File: src/hw/rtl/rvsc_pkg.sv
// Shared types, constants and helper functions of the regulator voltage selector codec.
`default_nettype none

package rvsc_pkg;

  // Depth of the voltage table and the address width that indexes it.
  localparam int TABLE_DEPTH = 256;
  localparam int TBL_AW      = (TABLE_DEPTH > 1) ? $clog2(TABLE_DEPTH) : 1;

  localparam int UV_PER_MV = 1000;
  localparam int MV_SAT    = 16383;

  // Microvolts to millivolts: drop three bits, then multiply by the reciprocal of 125.
  // The product is exact for every 21-bit operand.
  localparam int UV_PRE_SH   = 3;
  localparam int MV_RECIP    = 2147484;
  localparam int MV_RECIP_SH = 28;

  // Configuration port address width: eight word registers.
  localparam int CFG_AW = 5;

  // Step divider sizes.
  localparam int DIV_W  = 14;
  localparam int DVS_W  = 10;
  localparam int DIV_CW = $clog2(DIV_W);

  typedef enum logic [2:0] {
    CFG_MIN_MV    = 3'd0,
    CFG_MAX_MV    = 3'd1,
    CFG_STEP_MV   = 3'd2,
    CFG_SPLIT     = 3'd3,
    CFG_FIELD_MSK = 3'd4,
    CFG_TBL_MODE  = 3'd5,
    CFG_VREG_PRES = 3'd6,
    CFG_EN_MASK   = 3'd7
  } cfg_idx_e;

  typedef enum logic [2:0] {
    REQ_SET_V  = 3'd0,
    REQ_GET_V  = 3'd1,
    REQ_SET_EN = 3'd2,
    REQ_GET_EN = 3'd3,
    REQ_LOAD   = 3'd4
  } req_e;

  typedef enum logic [1:0] {
    ST_OK      = 2'd0,
    ST_NO_VREG = 2'd1,
    ST_RANGE   = 2'd2
  } stat_e;

  typedef struct packed {
    logic [13:0] min_millivolts;
    logic [13:0] max_millivolts;
    logic [9:0]  step_millivolts;
    logic [7:0]  split_point;
    logic [7:0]  voltage_field_mask;
    logic        table_mode;
    logic        voltage_reg_present;
    logic [7:0]  enable_bits_mask;
  } cfg_t;

  typedef struct packed {
    logic [2:0]  req_type;
    logic [23:0] target_microvolts;
    logic [7:0]  current_reg_byte;
    logic        enable_request;
    logic [7:0]  table_index;
    logic [13:0] table_millivolts;
  } req_t;

  typedef struct packed {
    logic [1:0]  status;
    logic [7:0]  new_reg_byte;
    logic [7:0]  selector_value;
    logic [23:0] voltage_microvolts;
    logic        is_enabled;
  } res_t;

  typedef enum logic [3:0] {
    OP_NONE,
    OP_LOAD,
    OP_NOREG,
    OP_DIV_MV,
    OP_RANGE_FAIL,
    OP_DIV_SEL,
    OP_LIN_FIN,
    OP_TBL_INIT,
    OP_TBL_DEC,
    OP_TBL_FIN,
    OP_GET_DEC,
    OP_GET_TBLV,
    OP_GET_MUL,
    OP_GET_ADD,
    OP_GET_OUT,
    OP_SIMPLE
  } op_e;

  typedef enum logic [3:0] {
    S_IDLE,
    S_DISPATCH,
    S_RANGE,
    S_DIV_SEL,
    S_LIN_FIN,
    S_TBL_CMP,
    S_GET_TBL,
    S_GET_MUL,
    S_GET_ADD,
    S_GET_OUT,
    S_DONE
  } state_e;

  typedef struct packed {
    op_e op;
  } cmd_t;

  typedef struct packed {
    logic [2:0] req_type;
    logic       table_mode;
    logic       vreg_present;
    logic       div_done;
    logic       range_ok;
    logic       tbl_stop;
  } st_t;

  // Position of the lowest set bit of the field mask; zero for an empty mask.
  function automatic logic [2:0] field_shift(logic [7:0] m);
    logic [2:0] s;
    s = '0;
    for (int i = 7; i >= 0; i--) begin
      if (m[i]) s = 3'(i);
    end
    return s;
  endfunction

endpackage

`default_nettype wire

File: src/hw/rtl/rvsc_regs.sv
// Configuration register file with its APB-style access port.
`default_nettype none

module rvsc_regs import rvsc_pkg::*; (
  input  logic              clk_i,
  input  logic              rst_ni,
  input  logic              psel,
  input  logic              penable,
  input  logic              pwrite,
  input  logic [CFG_AW-1:0] paddr,
  input  logic [31:0]       pwdata,
  output logic [31:0]       prdata,
  output logic              pready,
  output cfg_t              cfg_o
);

  cfg_t     cfg_q, cfg_d;
  cfg_idx_e idx;
  logic     wr_en;

  assign pready = 1'b1;
  assign idx    = cfg_idx_e'(paddr[CFG_AW-1:2]);
  assign wr_en  = psel && penable && pwrite;

  always_comb begin
    cfg_d = cfg_q;
    if (wr_en) begin
      unique case (idx)
        CFG_MIN_MV:    cfg_d.min_millivolts      = pwdata[13:0];
        CFG_MAX_MV:    cfg_d.max_millivolts      = pwdata[13:0];
        CFG_STEP_MV:   cfg_d.step_millivolts     = pwdata[9:0];
        CFG_SPLIT:     cfg_d.split_point         = pwdata[7:0];
        CFG_FIELD_MSK: cfg_d.voltage_field_mask  = pwdata[7:0];
        CFG_TBL_MODE:  cfg_d.table_mode          = pwdata[0];
        CFG_VREG_PRES: cfg_d.voltage_reg_present = pwdata[0];
        CFG_EN_MASK:   cfg_d.enable_bits_mask    = pwdata[7:0];
        default: ;
      endcase
    end
  end

  always_comb begin
    unique case (idx)
      CFG_MIN_MV:    prdata = 32'(cfg_q.min_millivolts);
      CFG_MAX_MV:    prdata = 32'(cfg_q.max_millivolts);
      CFG_STEP_MV:   prdata = 32'(cfg_q.step_millivolts);
      CFG_SPLIT:     prdata = 32'(cfg_q.split_point);
      CFG_FIELD_MSK: prdata = 32'(cfg_q.voltage_field_mask);
      CFG_TBL_MODE:  prdata = 32'(cfg_q.table_mode);
      CFG_VREG_PRES: prdata = 32'(cfg_q.voltage_reg_present);
      CFG_EN_MASK:   prdata = 32'(cfg_q.enable_bits_mask);
      default:       prdata = '0;
    endcase
  end

  always_ff @(posedge clk_i or negedge rst_ni) begin
    if (!rst_ni) begin
      cfg_q.min_millivolts      <= 14'd0;
      cfg_q.max_millivolts      <= 14'd16383;
      cfg_q.step_millivolts     <= 10'd10;
      cfg_q.split_point         <= 8'd255;
      cfg_q.voltage_field_mask  <= 8'd127;
      cfg_q.table_mode          <= 1'b0;
      cfg_q.voltage_reg_present <= 1'b1;
      cfg_q.enable_bits_mask    <= 8'd1;
    end else begin
      cfg_q <= cfg_d;
    end
  end

  assign cfg_o = cfg_q;

endmodule

`default_nettype wire

File: config.mk
export PLATFORM = sky130hd
export DESIGN_NAME = rvsc_regs
export DESIGN_NICKNAME = d
export VERILOG_FILES = /design/src/hw/rtl/rvsc_pkg.sv /design/src/hw/rtl/rvsc_regs.sv
export SDC_FILE = /design/constraint.sdc
export NUM_CORES = 1
export LEC_CHECK = 0
export BUFFER_PORTS_ARGS = -buffer_cell sky130_fd_sc_hd__buf_4
export CORE_ASPECT_RATIO = 2
export CORE_MARGIN = 5
export CORE_UTILIZATION = 48
export CTS_CLUSTER_DIAMETER = 150
export CTS_CLUSTER_SIZE = 14
export DETAILED_ROUTE_END_ITERATION = 12
export PLACE_DENSITY = 0.8
export SYNTH_ARGS = -nofsm -noshare
export SYNTH_HDL_FRONTEND = slang
export SYNTH_SLANG_ARGS = --single-unit
File: constraint.sdc
create_clock -name clk_i -period 2.1 [get_ports clk_i]
set_clock_uncertainty 0.15 [all_clocks]
set_input_delay 0.42 -clock clk_i [delete_from_list [all_inputs] [get_ports clk_i]]
set_output_delay 0.42 -clock clk_i [all_outputs]
set_load 0.05 [all_outputs]
==> impl_metrics.tcl <==
set metrics [dict create \
    h-tree-depth 3 \
    fillers 471 \
    diodes 0 \
    ant_nets 0 \
    pwr_density_cell_nw_per_um2 1160 \
    holdCritPathClass "input port to flop" \
    worstSetupStartpointType "flop" \
    antenna_found_initial 0 \
    drv_cap 0 \
    syn_avg_cell_area_um2 13.3 \
    slew_viol_final 0 \
    violations "setup timing" \
    wire_per_inst_um 18.6 \
    clk_path_buf_depth 2 \
    vdd_ir_drop_max_mv 0.822 \
    finalSetupViolCount 3 \
    layout_common_cells "109 x buf_4, 54 x mux2_2, 33 x dfstp_2" \
    async_reset_ff_share_pct 100 \
    ys_types 32 \
    yosys_warnings 0 \
    cp.arrival_ns 1.62 \
    synthCells 248 \
    crit_fanout 2 \
    criticalPathCategory "flop to output port" \
    synth_edf_count 0 \
    clock_latency_ns 0.33 \
    grt_use_total_pct 20.9 \
    hpwl_mm 6.15 \
    io_pins 139 \
    cp.required_ns 1.53 \
    clk_pin_slew_ns 0.05 \
    place.gp.congestion 0.752 \
    first_pass_iters 4 \
    setup_ws_ns -0.0945 \
    synth-simple-area-share_pct 11.0 \
    port_buffers 99 \
    largest_reg_flops 64 \
    layout_commonest_cell "buf_4" \
    fin_crit_ns 2.19 \
    area_growth_pct 42.0 \
    grt_pass1_vias 2542 \
    rsz0062_at_grt "true" \
    synth-adder-area-share_pct 0 \
    final_nets 410 \
    ys_seq_area_share_pct 49.8 \
    outcome "finished with violations" \
    clock_sink_count 64 \
    drt-total-wl_mm 8.57 \
    ys.flop_type "dfstp_2" \
    die_area_um2 8730 \
    drt_iter0_markers 67 \
    overflow 0 \
    drc 0 \
    synth_xor_area_share_pct 0 \
    holdWs_ns 0.172 \
    synth_top_family_by_area "multiplexers" \
    fmax_mhz 456 \
    cts_tree "done" \
    coreArea_um2 6670 \
    min_period_over_period_pct 105 \
    viasPerCell 5.21 \
    hold_viol 0 \
    fin_area_um2 4680 \
    grt_pass1_wl_mm 13.2 \
    rows 42 \
    end_kind "output port" \
    vias 2402 \
    muxShareOfSynthArea_pct 27.5 \
    initial_core_util_pct 49.4 \
    die_h_um 127 \
    cts-root-buf "clkbuf_16" \
    ys_ff_latch 64 \
    synth_compound_area_share_pct 4.25 \
    placed_cell_area_um2 4250 \
    p_leak_nw 2.18 \
    setup_tns_ns -0.158 \
    synth_area_um2 3300 \
    drive_gt1_share_pct 67.8 \
    fp.dieW_um 68.6 \
    cts_buffers 9 \
    grt_max_degree 34 \
]
-- cell usage after synthesis, types with 3 or more instances --
library cell	count	area share [%]
buf_6	4	1.4
buf_2	6	0.91
nor2b_1	6	1.1
mux2_1	10	3.4
a21oi_1	7	1.1
nand3b_1	10	2.3
buf_4	21	4.8
mux2i_1	13	3.9
o22a_1	5	1.3
nand2_1	6	0.68
nor2_1	5	0.57
dfrtp_1	31	24
nor3_1	4	0.61
dfstp_2	33	26
o22ai_1	5	0.95
mux2_2	55	19
nor2_4	3	1.0
-- cell type report --
cell class / count / area, um^2 / area share, %
repair buffers: 124 / 1030 / 22.0
clock buffers: 12 / 267 / 5.69
multi-input cells: 169 / 1580 / 33.8
well taps: 88 / 110 / 2.35
clock inverters: 4 / 51.3 / 1.10
flip-flops and latches: 64 / 1640 / 35.1
-- worst max-delay path, cell delays in order, from the launching register on --
cell and delay, ns:
dfrtp_1 0.38, mux4_2 0.47, mux2_4 0.30, buf_6 0.15
-- logic make-up after synthesis --
family,count (synthesis)
AOI/OAI and AO/OA,21
DFF,64
buffers and inverters,32
other,2
and+or+nand+nor,49
muxes,80
-- where the power goes --
group          switching [mW]  internal, mW  leakage [nW]
clock network           0.512          1.01         0.155
registers               0.195          1.57         0.741
logic                    1.43         0.713          1.28
-- metrics by stage --
step           power, mW  std cells  utilization (%)  worst slack (ns)
2_1_floorplan       3.25        265                -           -0.0243
3_3_place_gp        3.83        438             63.7           -0.0200
3_5_place_dp        3.87        438             63.7           -0.0502
4_1_cts             5.45        459             69.2           -0.0744
5_1_grt             5.65        461             70.2            -0.127
6_report            5.44        461             70.2           -0.0945
-- timing repair --
| action | 4_1_cts | 5_1_grt |
|---|---|---|
| hold buffers | 1 | 0 |
| pin swaps | 2 | 4 |
| endpoints found under the hold margin | 14 | 0 |
| gates resized for setup | 3 | 13 |
| endpoints found under the setup margin | 7 | 10 |
| setup buffers | 4 | 2 |
-- worst paths after layout --
kind | startpoint | end | slack (ns) | cells past startpoint
min in group asynchronous | rst_ni | cfg_o[50] | 0.45 | 2
worst max register to register | cfg_o[50] | cfg_o[50] | 0.93 | 3
max in group asynchronous | rst_ni | cfg_o[44] | 0.77 | 3
worst max-delay path | cfg_o[26] | prdata[0] | -0.09 | 3
worst min register to register | cfg_o[62] | cfg_o[62] | 0.37 | 1
worst min-delay path | pwdata[13] | cfg_o[63] | 0.17 | 2
-- layer usage --
layer | global-route usage, % | up-vias | wire length (um)
li1 | - | 1099 | -
met1 | 22.6 | 1195 | 2970
met2 | 37.1 | 93 | 4860
met3 | 4.83 | 15 | 504
met4 | 9.14 | 0 | 232
met5 | 0 | - | 0
Note: power is estimated with default switching activity, not from simulation.
