--- config.mk ---
export PLATFORM = sky130hd
export DESIGN_NAME = rvsc_ctrl
export DESIGN_NICKNAME = d
export VERILOG_FILES = /design/src/hw/rtl/rvsc_pkg.sv /design/src/hw/rtl/rvsc_ctrl.sv
export SDC_FILE = /design/constraint.sdc
export NUM_CORES = 1
export LEC_CHECK = 0
export CORE_AREA = 2 2 39 41
export DETAILED_ROUTE_END_ITERATION = 10
export DIE_AREA = 0 0 41 43
export DONT_BUFFER_PORTS = 1
export PLACE_DENSITY_LB_ADDON = 0.2
export SETUP_SLACK_MARGIN = 0.05
export SYNTH_ARGS = -nofsm -noshare
export SYNTH_HDL_FRONTEND = slang
export SYNTH_SLANG_ARGS = --single-unit
--- constraint.sdc ---
create_clock -name clk_i -period 2 [get_ports clk_i]
set_input_delay 0.1 -clock clk_i [delete_from_list [all_inputs] [get_ports clk_i]]
set_output_delay 0.1 -clock clk_i [all_outputs]
set_load 0.01 [all_outputs]
--- src/hw/rtl/rvsc_pkg.sv ---
// Shared types, constants and helper functions of the regulator voltage selector codec.
`default_nettype none

package rvsc_pkg;

  // Depth of the voltage table and the address width that indexes it.
  localparam int TABLE_DEPTH = 256;
  localparam int TBL_AW      = (TABLE_DEPTH > 1) ? $clog2(TABLE_DEPTH) : 1;

  localparam int UV_PER_MV = 1000;
  localparam int MV_SAT    = 16383;

  // Microvolts to millivolts: drop three bits, then multiply by the reciprocal of 125.
  // The product is exact for every 21-bit operand.
  localparam int UV_PRE_SH   = 3;
  localparam int MV_RECIP    = 2147484;
  localparam int MV_RECIP_SH = 28;

  // Configuration port address width: eight word registers.
  localparam int CFG_AW = 5;

  // Step divider sizes.
  localparam int DIV_W  = 14;
  localparam int DVS_W  = 10;
  localparam int DIV_CW = $clog2(DIV_W);

  typedef enum logic [2:0] {
    CFG_MIN_MV    = 3'd0,
    CFG_MAX_MV    = 3'd1,
    CFG_STEP_MV   = 3'd2,
    CFG_SPLIT     = 3'd3,
    CFG_FIELD_MSK = 3'd4,
    CFG_TBL_MODE  = 3'd5,
    CFG_VREG_PRES = 3'd6,
    CFG_EN_MASK   = 3'd7
  } cfg_idx_e;

  typedef enum logic [2:0] {
    REQ_SET_V  = 3'd0,
    REQ_GET_V  = 3'd1,
    REQ_SET_EN = 3'd2,
    REQ_GET_EN = 3'd3,
    REQ_LOAD   = 3'd4
  } req_e;

  typedef enum logic [1:0] {
    ST_OK      = 2'd0,
    ST_NO_VREG = 2'd1,
    ST_RANGE   = 2'd2
  } stat_e;

  typedef struct packed {
    logic [13:0] min_millivolts;
    logic [13:0] max_millivolts;
    logic [9:0]  step_millivolts;
    logic [7:0]  split_point;
    logic [7:0]  voltage_field_mask;
    logic        table_mode;
    logic        voltage_reg_present;
    logic [7:0]  enable_bits_mask;
  } cfg_t;

  typedef struct packed {
    logic [2:0]  req_type;
    logic [23:0] target_microvolts;
    logic [7:0]  current_reg_byte;
    logic        enable_request;
    logic [7:0]  table_index;
    logic [13:0] table_millivolts;
  } req_t;

  typedef struct packed {
    logic [1:0]  status;
    logic [7:0]  new_reg_byte;
    logic [7:0]  selector_value;
    logic [23:0] voltage_microvolts;
    logic        is_enabled;
  } res_t;

  typedef enum logic [3:0] {
    OP_NONE,
    OP_LOAD,
    OP_NOREG,
    OP_DIV_MV,
    OP_RANGE_FAIL,
    OP_DIV_SEL,
    OP_LIN_FIN,
    OP_TBL_INIT,
    OP_TBL_DEC,
    OP_TBL_FIN,
    OP_GET_DEC,
    OP_GET_TBLV,
    OP_GET_MUL,
    OP_GET_ADD,
    OP_GET_OUT,
    OP_SIMPLE
  } op_e;

  typedef enum logic [3:0] {
    S_IDLE,
    S_DISPATCH,
    S_RANGE,
    S_DIV_SEL,
    S_LIN_FIN,
    S_TBL_CMP,
    S_GET_TBL,
    S_GET_MUL,
    S_GET_ADD,
    S_GET_OUT,
    S_DONE
  } state_e;

  typedef struct packed {
    op_e op;
  } cmd_t;

  typedef struct packed {
    logic [2:0] req_type;
    logic       table_mode;
    logic       vreg_present;
    logic       div_done;
    logic       range_ok;
    logic       tbl_stop;
  } st_t;

  // Position of the lowest set bit of the field mask; zero for an empty mask.
  function automatic logic [2:0] field_shift(logic [7:0] m);
    logic [2:0] s;
    s = '0;
    for (int i = 7; i >= 0; i--) begin
      if (m[i]) s = 3'(i);
    end
    return s;
  endfunction

endpackage

`default_nettype wire

--- src/hw/rtl/rvsc_ctrl.sv ---
// Controller state machine that sequences the datapath for each request.
`default_nettype none

module rvsc_ctrl import rvsc_pkg::*; (
  input  logic clk_i,
  input  logic rst_ni,
  input  logic start,
  input  st_t  st_i,
  output logic busy,
  output logic done_o,
  output cmd_t cmd_o
);

  state_e state_q, state_d;

  always_ff @(posedge clk_i or negedge rst_ni) begin
    if (!rst_ni) begin
      state_q <= S_IDLE;
    end else begin
      state_q <= state_d;
    end
  end

  always_comb begin
    state_d   = state_q;
    cmd_o.op  = OP_NONE;
    busy      = (state_q != S_IDLE);
    done_o    = 1'b0;
    unique case (state_q)
      S_IDLE: begin
        if (start) begin
          cmd_o.op = OP_LOAD;
          state_d  = S_DISPATCH;
        end
      end
      S_DISPATCH: begin
        priority if (st_i.req_type == REQ_SET_V) begin
          if (!st_i.vreg_present) begin
            cmd_o.op = OP_NOREG;
            state_d  = S_DONE;
          end else begin
            cmd_o.op = OP_DIV_MV;
            state_d  = S_RANGE;
          end
        end else if (st_i.req_type == REQ_GET_V) begin
          if (!st_i.vreg_present) begin
            cmd_o.op = OP_NOREG;
            state_d  = S_DONE;
          end else begin
            cmd_o.op = OP_GET_DEC;
            state_d  = st_i.table_mode ? S_GET_TBL : S_GET_MUL;
          end
        end else begin
          cmd_o.op = OP_SIMPLE;
          state_d  = S_DONE;
        end
      end
      S_RANGE: begin
        priority if (!st_i.range_ok) begin
          cmd_o.op = OP_RANGE_FAIL;
          state_d  = S_DONE;
        end else if (st_i.table_mode) begin
          cmd_o.op = OP_TBL_INIT;
          state_d  = S_TBL_CMP;
        end else begin
          cmd_o.op = OP_DIV_SEL;
          state_d  = S_DIV_SEL;
        end
      end
      S_DIV_SEL: begin
        if (st_i.div_done) state_d = S_LIN_FIN;
      end
      S_LIN_FIN: begin
        cmd_o.op = OP_LIN_FIN;
        state_d  = S_DONE;
      end
      // One table entry is compared per cycle while the search walks downward.
      S_TBL_CMP: begin
        if (st_i.tbl_stop) begin
          cmd_o.op = OP_TBL_FIN;
          state_d  = S_DONE;
        end else begin
          cmd_o.op = OP_TBL_DEC;
        end
      end
      S_GET_TBL: begin
        cmd_o.op = OP_GET_TBLV;
        state_d  = S_GET_OUT;
      end
      S_GET_MUL: begin
        cmd_o.op = OP_GET_MUL;
        state_d  = S_GET_ADD;
      end
      S_GET_ADD: begin
        cmd_o.op = OP_GET_ADD;
        state_d  = S_GET_OUT;
      end
      S_GET_OUT: begin
        cmd_o.op = OP_GET_OUT;
        state_d  = S_DONE;
      end
      S_DONE: begin
        done_o  = 1'b1;
        state_d = S_IDLE;
      end
      default: state_d = S_IDLE;
    endcase
  end

  a_accept_busy: assert property (@(posedge clk_i) disable iff (!rst_ni)
    (start && !busy) |=> busy)
    else $error("controller not busy after an accepted request");

  a_done_pulse: assert property (@(posedge clk_i) disable iff (!rst_ni)
    done_o |=> !done_o)
    else $error("result strobe longer than one cycle");

  a_done_after_busy: assert property (@(posedge clk_i) disable iff (!rst_ni)
    done_o |-> $past(busy))
    else $error("result strobe without a request in progress");

  a_search_ends: assert property (@(posedge clk_i) disable iff (!rst_ni)
    (state_q == S_TBL_CMP && st_i.tbl_stop) |=> (state_q == S_DONE))
    else $error("table search did not finish on its stop condition");

endmodule

`default_nettype wire

==> run_results.csv, run 1 <==
group,metric,value,unit
critical_path,cp.required,1900,ps
power_and_ir_drop,power_per_cell_area,1680,mW/mm2
logic_synthesis,synth_simple_gate_area_share,0.373,
timing,slew_violations,0,
cts,clk_path_buf_depth,2,
die,floorplan.core_area,0.00138,mm2
critical_path,critical_path_peak_fanout,14,
global_routing,wire_length_of_the_first_global_routing_pass,1.88,mm
routing,total_number_of_vias,504,
logic_synthesis,ys.warnings.count,0,
cts,cts.clk_slew.worst_paths,40,ps
run,drv_cap,0,
power_and_ir_drop,p_leak,0.209,nW
logic_synthesis,synth.mux.area_fraction,0.0209,
timing,slew-limit-headroom,0.701,
die,start_util,0.346,
routing,wl,1.25,mm
logic_synthesis,yosysTopAreaCell,"sky130_fd_sc_hd__dfrtp_1",
logic_synthesis,compound_cell_area_share_of_the_yosys_netlist,0.334,
routing,drc_errors,0,
cts,cts_setup_buffers,0,
logic_synthesis,synth_adder_area_share,0,
timing,final.min_clock_period,1810,ps
finish,flip_flop_and_latch_area,100,um2
logic_synthesis,mappedNetlistNets,80,
logic_synthesis,synth_area_per_cell,6.95,um2
timing,worst_slew_pin_slew,449,ps
logic_synthesis,synth_seq_cells,4,
finish,num-nets-final,82,
finish,largest_register_ffs,4,
placed_design,place.port_buffers,0,
critical_path,timing.critical_path.cells,"or4b_4 > o32a_1 > o21ai_0",
logic_synthesis,post_synth_num_cell_types,30,
finish,antenna-diode-count,0,
routing,route.antenna.remaining_nets,0,
routing,number_of_drc_markers_in_iteration_0,9,
cts,cts_buffers,3,
logic_synthesis,share_of_the_synthesized_area_in_the_top_cell_type,0.209,
finish,synthToLayoutAreaGrowth,7.05,%
timing,rsz0062_at_grt,"false",
critical_path,worst_ep_arrival_time,1710,ps
die,die_y,43,um
power_and_ir_drop,vdd_ir_drop_max,0.000622,V
die,die_w,41,um
logic_synthesis,synth_top_family_by_area,"simple AND/OR/NAND/NOR gates",
logic_synthesis,netlist_area,479,um2
timing,clock-skew-final,4.36,ps
timing,finalHoldViolCount,0,
timing,fin_tns_setup,0,ps
critical_path,start_kind,"flip-flop",
finish,top_register,"state_q",
global_routing,grt_start_max_net_pins,17,
cts,worst_skew_pair.late_latency,240,ps
cts,root_buffer,"sky130_fd_sc_hd__clkbuf_4",
logic_synthesis,synth_sequential_area_ratio,0.209,
timing,final.period_utilization,0.907,
cts,h-tree-depth,1,
finish,layout_top_registers,"state_q: 4 flops",
cts,cts.sink_count,4,
placed_design,finalWeightedCongestion,0.713,
global_routing,globalRouteOverflowTotal,0,
min_path,min_path_cells,2,
power_and_ir_drop,total_power,0.864,mW
critical_path,setup.worst_path.class,"reg -> out",
die,top_level_ports,17,
logic_synthesis,synth.top_cells.by_area,"sky130_fd_sc_hd__dfrtp_1 (21%), sky130_fd_sc_hd__nor2_1 (7.0%), sky130_fd_sc_hd__a21oi_1 (6.3%), sky130_fd_sc_hd__o21ai_0 (6.3%), sky130_fd_sc_hd__nand2b_1 (5.2%)",
placed_design,placement.setup.worst_slack,393,ps
finish,drive_gt1_frac,0.116,
min_path,holdCritPathClass,"in -> reg",
global_routing,vias_in_the_first_global_route,449,
critical_path,timing.critical_path.slowest_cell_delay,620,ps
die,rows,14,
timing,setup_slack,186,ps
finish,layout_common_cells,"sky130_fd_sc_hd__nor2_1 (9), sky130_fd_sc_hd__nand2_1 (6), sky130_fd_sc_hd__o21ai_0 (6), sky130_fd_sc_hd__a21oi_1 (6)",
logic_synthesis,yosys.area_share.xor_xnor,0,
run_status,status,"finished, final reports clean",
global_routing,grt_antenna_before_repair,0,
finish,mostFrequentLayoutCell,"sky130_fd_sc_hd__nor2_1",
routing,detail_route.first_pass.iterations,4,
die,design.die.area,0.00176,mm2
logic_synthesis,synthesis.instances,69,
timing,max_freq,0.551,GHz
critical_path,worst-r2r-cell-count,4,
routing,routed_wire_length_per_instance,14.8,um
timing,finalSetupViolCount,0,
critical_path,worst_path_max_delay_cell,"sky130_fd_sc_hd__or4b_4",
critical_path,endpoint_kind,"primary output",
global_routing,total_routing_usage_gr,0.154,
placed_design,hpwl_after_detailed_placement,943,um
finish,n_fill_cell,161,
routing,via_count_normalized_by_instance_count,5.93,
cts,tritoncts,"built",
finish,multi_input_comb_area,349,um2
## worst paths after layout
kind / start / to / slack, ps
setup / recovery: state_q[1] / cmd_o[0] / 190
hold / removal: st_i[0] / state_q[2] / 70
setup reg to reg: state_q[1] / state_q[2] / 370
hold reg to reg: state_q[2] / state_q[3] / 840
max in group asynchronous: rst_ni / state_q[2] / 1670
min in group asynchronous: rst_ni / state_q[1] / 140
## synth_stat cells, drive strengths merged
library cell,n
a2111oi,1
a211oi,1
a21o,1
a21oi,6
a221o,1
a22o,1
a31o,1
a31oi,1
buf,3
clkbuf,1
dfrtp,4
inv,3
mux2i,1
nand2,6
nand2b,4
nor2,10
nor2b,2
nor3,2
nor3b,3
nor4,1
o21ai,7
o21bai,2
o22ai,2
o32a,1
or2,1
or2b,1
or3,1
or4b,1
## power breakdown
group | switching, mW | total (mW) | leakage, nW | internal, mW
logic | 0.284 | 0.518 | 0.144 | 0.234
clock network | 0.0355 | 0.103 | 0.0138 | 0.0673
registers | 0.126 | 0.243 | 0.0513 | 0.118
total | 0.445 | 0.864 | 0.209 | 0.419
## cell families (layout without fill, tap and decap cells)
group | count (synthesis) | count (layout)
buffers and inverters | 7 | 7
and+or+nand+nor | 32 | 32
AOI/OAI and AO/OA | 25 | 25
DFF | 4 | 4
muxes | 1 | 1
## per-stage QoR
stage                     hold slack, ps  utilization  cell area [um2]  std cells
after floorplan                     -196            -              479         69
after global placement              -195        0.347              480         81
after detailed placement            -195        0.347              480         81
after CTS                           65.9        0.371              513         85
after global routing                71.1        0.371              513         85
final                               74.1        0.371              513         85
## metal layers
| layer | GRT usage | wire, um | vias up |
|---|---|---|---|
| li1 | - | - | 254 |
| met1 | 0.212 | 548 | 231 |
| met2 | 0.222 | 593 | 19 |
| met3 | 0.0681 | 112 | 0 |
| met4 | 0.0200 | 0 | 0 |
| met5 | 0 | 0 | - |
## what timing repair did
action,in CTS,in global routing
resized for setup,0,0
hold buffers,1,0
endpoints found under the hold margin,4,0
endpoints found under the setup margin,0,0
## worst max-delay path: cells and delay by family, from the launching register on
kind | cells | cell delay [ps]
compound gates | 2 | 340
flops | 1 | 510
simple gates | 1 | 620
## area by class of cell
| type | count | share of cell area |
|---|---|---|
| well taps | 16 | 0.0390 |
| inverters | 3 | 0.0220 |
| clock buffers | 3 | 0.0439 |
| flip-flops and latches | 4 | 0.195 |
| repair buffers | 1 | 0.0195 |
| multi-input cells | 58 | 0.680 |
Power figures use the tool's default switching activity.
==> inputs of run 2 (changes only) <==
==> constraint.sdc (replaced) <==
create_clock -name clk_i -period 2 [get_ports clk_i]
set_input_delay 0.1 -clock clk_i [delete_from_list [all_inputs] [get_ports clk_i]]
set_output_delay 0.1 -clock clk_i [all_outputs]
set_load 0.1 [all_outputs]
==> run 2 against run 1 <==
Compared with the run above: critical path depth increased by 3; utilization increased by 6.8 points; via count increased by 5.2%.
==> run_results.csv, run 2 (synthesis results as in run 1) <==
group,metric,value,unit
critical_path,critical_path_peak_fanout,10,
run,drv_cap,0,
critical_path,worst-r2r-cell-count,5,
timing,rsz0062_at_grt,"false",
die,design.die.area,0.00176,mm2
timing,fin_tns_setup,0,ps
timing,slew_violations,0,
timing,clock-skew-final,4.68,ps
finish,n_fill_cell,155,
critical_path,worstPathBufferInverterCount,2,
placed_design,dpl-instance-area,574,um2
placed_design,place.port_buffers,0,
timing,finalHoldViolCount,0,
global_routing,grt_start_max_net_pins,16,
finish,antenna-diode-count,0,
routing,via_count_normalized_by_instance_count,5.58,
finish,top_register,"state_q",
finish,synthToLayoutAreaGrowth,26.6,%
global_routing,total_routing_usage_gr,0.159,
critical_path,worst_path_max_delay_cell,"sky130_fd_sc_hd__dfrtp_1",
routing,number_of_drc_markers_in_iteration_0,4,
die,top_level_ports,17,
timing,final.period_utilization,0.926,
critical_path,worst_setup_slack_for_register_to_register_paths,530,ps
routing,wl,1.22,mm
die,rows,14,
cts,tritoncts,"built",
critical_path,endpoint_kind,"primary output",
die,die_w,41,um
die,floorplan.core_area,0.00138,mm2
finish,flip_flop_and_latch_area,100,um2
global_routing,grt_antenna_before_repair,0,
finish,layout_top_registers,"state_q: 4 flops",
critical_path,critical_path_cell_count,6,
finish,utilization_of_the_core_after_routing,0.439,
cts,worst_skew_pair.late_latency,230,ps
routing,drc_errors,0,
timing,finalSetupViolCount,0,
critical_path,critical_path.reg2reg.startpoint,"state_q[2]",
critical_path,worst_ep_arrival_time,1750,ps
placed_design,hpwl_after_detailed_placement,964,um
critical_path,setup.worst_path.class,"reg -> out",
min_path,holdCritPathClass,"in -> reg",
finish,largest_register_ffs,4,
critical_path,worstSetupStartpoint,"state_q[0]",
cts,h-tree-depth,1,
critical_path,start_kind,"flip-flop",
global_routing,globalRouteOverflowTotal,0,
finish,layout_common_cells,"sky130_fd_sc_hd__buf_4 (9), sky130_fd_sc_hd__nor2_1 (8), sky130_fd_sc_hd__nand2_1 (6), sky130_fd_sc_hd__a21oi_1 (6), sky130_fd_sc_hd__o21ai_0 (5)",
global_routing,vias_in_the_first_global_route,472,
timing,slew-limit-headroom,0.697,
critical_path,cp_common_cell,"sky130_fd_sc_hd__buf_4",
critical_path,cp.required,1900,ps
routing,route.antenna.remaining_nets,0,
critical_path,endpoint_of_the_worst_slack_reg_to_reg_timing_path,"state_q[1]",
finish,mostFrequentLayoutCell,"sky130_fd_sc_hd__buf_4",
timing,max_freq,0.540,GHz
die,die_y,43,um
timing,worst_slew_pin_slew,444,ps
routing,routed_wire_length_per_instance,12.8,um
routing,total_number_of_vias,530,
cts,cts.clk_slew.worst_paths,40,ps
cts,cts_buffers,3,
timing,final.min_clock_period,1850,ps
finish,drive_gt1_frac,0.253,
cts,cts.sink_count,4,
cts,clk_path_buf_depth,2,
critical_path,crit_path_end,"cmd_o[0]",
critical_path,timing.critical_path.cells,"buf_4 > nor3b_1 > a31oi_1 > o32a_1 > o21ai_2 > buf_4",
finish,multi_input_comb_area,355,um2
critical_path,cpLargestDelayFamily,"buffers and inverters",
finish,num-nets-final,92,
placed_design,finalWeightedCongestion,0.789,
cts,root_buffer,"sky130_fd_sc_hd__clkbuf_4",
global_routing,wire_length_of_the_first_global_routing_pass,1.93,mm
run_status,status,"finished, final reports clean",
critical_path,timing.critical_path.slowest_cell_delay,410,ps
routing,detail_route.first_pass.iterations,4,
die,start_util,0.346,
finish,final_cell_area,607,um2
run 2: cell types whose count changed in the layout (fill, tap and decap cells not counted):
cell	change
sky130_fd_sc_hd__buf_12	+1
sky130_fd_sc_hd__buf_4	+9
sky130_fd_sc_hd__nor2_1	-1
sky130_fd_sc_hd__nor2_2	+1
sky130_fd_sc_hd__o21ai_0	-1
sky130_fd_sc_hd__o21ai_2	+1
run 2: layer usage:
layer  part of all wire  vias to the layer above  track usage
li1                   -                      276            -
met3              0.050                        0       0.0366
met2               0.47                       12        0.234
met1               0.48                      242        0.218
met5                  0                        -            0
met4                  0                        0       0.0600
run 2: worst register-to-register path, cell delays in order, from the launching register on:
cell	delay, ps
sky130_fd_sc_hd__dfrtp_1	380
sky130_fd_sc_hd__buf_4	180
sky130_fd_sc_hd__nor2_1	260
sky130_fd_sc_hd__mux2i_1	270
sky130_fd_sc_hd__nand2_1	110
sky130_fd_sc_hd__o21ai_0	180
run 2: layout make-up:
type | instances | share of cell area
inverter | 3 | 0.0186
tap | 16 | 0.0330
sequential | 4 | 0.165
clock buffer | 3 | 0.0371
multi-input combinational | 58 | 0.586
timing repair buffer | 11 | 0.161
run 2: how the worst min path moves through the flow:
stage	start	end	slack, ps	depth (start not counted)
finish	st_i[0]	state_q[2]	50	2
global route	st_i[0]	state_q[2]	60	2
CTS	st_i[0]	state_q[2]	50	2
detailed placement	rst_ni	state_q[3]	-200	0
global placement	rst_ni	state_q[0]	-200	0
floorplan	rst_ni	state_q[0]	-200	0
run 2: repair_timing:
item,CTS,global route
buffers inserted,0,0
resized for setup,0,0
hold buffers,1,0
hold endpoints to repair,4,0
run 2: metrics by stage:
step	worst slack (ps)	hold WS, ps	instances
final	148	54.1	95
after global routing	73.4	57.5	95
after CTS	147	48.3	95
after detailed placement	399	-195	91
after global placement	377	-195	91
after floorplan	116	-196	69
Power of run 2 is not shown: default switching activity piles up to over one toggle a cycle in this logic, so the estimate is an artifact.
==> inputs of run 3 (changes only) <==
--- a/config.mk
+++ b/config.mk
@@ -5,12 +5,15 @@
 export SDC_FILE = /design/constraint.sdc
 export NUM_CORES = 1
 export LEC_CHECK = 0
+export ABC_AREA = 1
 export CORE_AREA = 2 2 39 41
 export DETAILED_ROUTE_END_ITERATION = 10
 export DIE_AREA = 0 0 41 43
 export DONT_BUFFER_PORTS = 1
 export PLACE_DENSITY_LB_ADDON = 0.2
+export REMOVE_ABC_BUFFERS = 1
 export SETUP_SLACK_MARGIN = 0.05
 export SYNTH_ARGS = -nofsm -noshare
 export SYNTH_HDL_FRONTEND = slang
 export SYNTH_SLANG_ARGS = --single-unit
+export TNS_END_PERCENT = 20
==> run 3 against run 2 <==
Compared with the run above: synthesized cell count rose by 20%; flip-flop and latch count unchanged; synthesized area is 3.4% lower; via count is 3.8% higher; register-to-register slack improved by 130 ps; global-route usage decreased by 0.82 points; wire length shrank 10%; highest routed layer is now met4.
==> run_results.csv, run 3 <==
group,metric,value,unit
routing,via_count_normalized_by_instance_count,5.05,
finish,layout_top_registers,"state_q: 4 flops",
logic_synthesis,synth_sequential_area_ratio,0.216,
finish,antenna-diode-count,0,
min_path,hold-path-endpoint,"state_q[2]",
cts,root_buffer,"sky130_fd_sc_hd__clkbuf_4",
critical_path,worst_setup_slack_for_register_to_register_paths,660,ps
critical_path,critical_path.reg2reg.startpoint,"state_q[2]",
finish,num-nets-final,106,
routing,wl,1.09,mm
min_path,min_path_cells,3,
routing,routed_wire_length_per_instance,10.0,um
timing,rsz0062_at_grt,"false",
logic_synthesis,netlist_area,463,um2
finish,utilization_of_the_core_after_routing,0.426,
critical_path,setup.worst_path.class,"reg -> out",
critical_path,cp_common_cell,"sky130_fd_sc_hd__nand2_1",
cts,h-tree-depth,1,
critical_path,cp.required,1900,ps
critical_path,endpoint_kind,"primary output",
critical_path,critical_path_peak_fanout,5,
finish,synthToLayoutAreaGrowth,27.3,%
cts,clk_path_buf_depth,2,
routing,total_number_of_vias,550,
timing,finalHoldViolCount,0,
min_path,holdCritPathClass,"in -> reg",
timing,clock-skew-final,2.51,ps
logic_synthesis,post-synth-top-count-cell,"sky130_fd_sc_hd__nand2_1",
timing,final.period_utilization,0.852,
placed_design,post-place-cells,105,
die,design.die.area,0.00176,mm2
logic_synthesis,ys.warnings.count,0,
cts,cts.clk_slew.worst_paths,40,ps
logic_synthesis,synthTopCellsByCount,"sky130_fd_sc_hd__nand2_1 (28), sky130_fd_sc_hd__inv_1 (11), sky130_fd_sc_hd__nor2_1 (10), sky130_fd_sc_hd__nand3_1 (9)",
global_routing,grt_antenna_before_repair,0,
global_routing,globalRouteOverflowTotal,0,
finish,layout_common_cells,"sky130_fd_sc_hd__nand2_1 (28), sky130_fd_sc_hd__inv_1 (11), sky130_fd_sc_hd__nor2_1 (10)",
timing,slew_violations,0,
critical_path,cpLargestDelayFamily,"simple AND/OR/NAND/NOR gates",
placed_design,place.port_buffers,0,
global_routing,wire_length_of_the_first_global_routing_pass,1.89,mm
timing,finalSetupViolCount,0,
critical_path,worst_path_max_delay_cell,"sky130_fd_sc_hd__dfrtp_1",
critical_path,worst_ep_arrival_time,1600,ps
critical_path,worstPathBufferInverterCount,2,
critical_path,start_kind,"flip-flop",
logic_synthesis,synthesis.instances,83,
die,rows,14,
finish,drive_gt1_frac,0.226,
cts,cts_buffers,3,
cts,cts.sink_count,4,
timing,fin_tns_setup,0,ps
finish,top_register,"state_q",
placed_design,hpwl_after_detailed_placement,943,um
global_routing,total_routing_usage_gr,0.151,
finish,largest_register_ffs,4,
run,drv_cap,0,
logic_synthesis,synth_area_per_cell,5.58,um2
routing,route.antenna.remaining_nets,0,
routing,detail_route.first_pass.iterations,4,
cts,tritoncts,"built",
min_path,hold_path_startpoint,"st_i[0]",
timing,max_freq,0.587,GHz
die,start_util,0.335,
logic_synthesis,post_synth_num_cell_types,17,
placed_design,finalWeightedCongestion,0.798,
logic_synthesis,postSynth.topFlopCell,"sky130_fd_sc_hd__dfrtp_1",
timing,worst_slew_pin_slew,348,ps
global_routing,vias_in_the_first_global_route,500,
logic_synthesis,synth.top_cells.by_area,"sky130_fd_sc_hd__nand2_1 (23%), sky130_fd_sc_hd__dfrtp_1 (22%), sky130_fd_sc_hd__nand3_1 (9.7%), sky130_fd_sc_hd__inv_1 (8.9%), sky130_fd_sc_hd__nor2_1 (8.1%)",
cts,worst_skew_pair.late_latency,230,ps
die,floorplan.core_area,0.00138,mm2
critical_path,endpoint_of_the_worst_slack_reg_to_reg_timing_path,"state_q[0]",
finish,final-instance-count-excl-fill,109,
routing,number_of_drc_markers_in_iteration_0,3,
critical_path,timing.critical_path.slowest_cell_delay,420,ps
finish,mostFrequentLayoutCell,"sky130_fd_sc_hd__nand2_1",
logic_synthesis,synth_seq_cells,4,
logic_synthesis,yosysTopAreaCell,"sky130_fd_sc_hd__nand2_1",
logic_synthesis,async_flop_share,1.00,
logic_synthesis,share_of_the_synthesized_area_in_the_top_cell_type,0.227,
routing,drc_errors,0,
timing,final.min_clock_period,1700,ps
die,top_level_ports,17,
die,die_w,41,um
cts,cts-resized-gates,0,
die,die_y,43,um
global_routing,grt_start_max_net_pins,8,
critical_path,timing.critical_path.cells,"inv_1 > nand2_1 > nor2_1 > nand3_1 > nand2_1 > buf_4",
run_status,status,"finished, final reports clean",
logic_synthesis,synth_enable_flop_cells,0,
critical_path,worst-r2r-cell-count,6,
timing,slew-limit-headroom,0.767,
run 3: changes by cell type in the layout (fill, tap and decap cells not counted), moves of 3 or more:
| cell | delta |
|---|---|
| sky130_fd_sc_hd__nand4_1 | +3 |
| sky130_fd_sc_hd__o21ai_0 | -3 |
| sky130_fd_sc_hd__inv_1 | +8 |
| sky130_fd_sc_hd__nand3_1 | +9 |
| sky130_fd_sc_hd__nand2b_1 | -4 |
| sky130_fd_sc_hd__nor3b_1 | -3 |
| sky130_fd_sc_hd__nand2_1 | +22 |
| sky130_fd_sc_hd__a21oi_1 | -5 |
| sky130_fd_sc_hd__nand2_2 | +4 |
| sky130_fd_sc_hd__buf_4 | -4 |
run 3: cell type report:
class                           instances  area (um2)
Timing Repair Buffer                    7        72.6
Fill cell                             149         795
Multi-Input combinational cell         66         325
Tap cell                               16        20.0
Inverter                               13        48.8
Clock buffer                            3        22.5
Sequential cell                         4         100
run 3: through the flow:
stage                     area (um2)  worst slack [ps]  hold slack [ps]
after floorplan                  463              -728             -196
after global placement           557               524             -196
after detailed placement         557               537             -196
after CTS                        589               287             58.2
after global routing             589               162             70.5
final                            589               295             53.8
run 3: kinds of logic after synthesis:
kind of cell,Yosys count,synth area share
buffers and inverters,13,0.105
AO/OA/AOI/OAI,7,0.0919
AND/OR/NAND/NOR,59,0.586
flip-flops,4,0.216
run 3: per-layer routing:
layer	track usage	routed length (um)
met1	0.178	465
met2	0.269	574
met3	0.0157	42
met4	0.0400	9
met5	0	0
run 3: timing repair:
action	4_1_cts	5_1_grt
buffers inserted	0	0
hold buffers	1	0
setup endpoints to repair	0	0
endpoints found under the hold margin	4	0
run 3: tightest hold or removal path, cell delays in order:
cell and delay (ps):
sky130_fd_sc_hd__inv_1 20, sky130_fd_sc_hd__nand2_2 70, sky130_fd_sc_hd__nand2_1 50
run 3: worst max-delay path by stage:
| stage | start | endpoint | slack, ps | depth (start not counted) |
|---|---|---|---|---|
| 2_1_floorplan | state_q[0] | done_o | -730 | 3 |
| 3_3_place_gp | state_q[0] | cmd_o[1] | 520 | 6 |
| 3_5_place_dp | state_q[2] | cmd_o[1] | 540 | 6 |
| 4_1_cts | state_q[2] | cmd_o[1] | 290 | 6 |
| 5_1_grt | state_q[2] | cmd_o[1] | 160 | 6 |
| 6_report | state_q[2] | cmd_o[1] | 300 | 6 |
Power of run 3 is left out for the same reason.
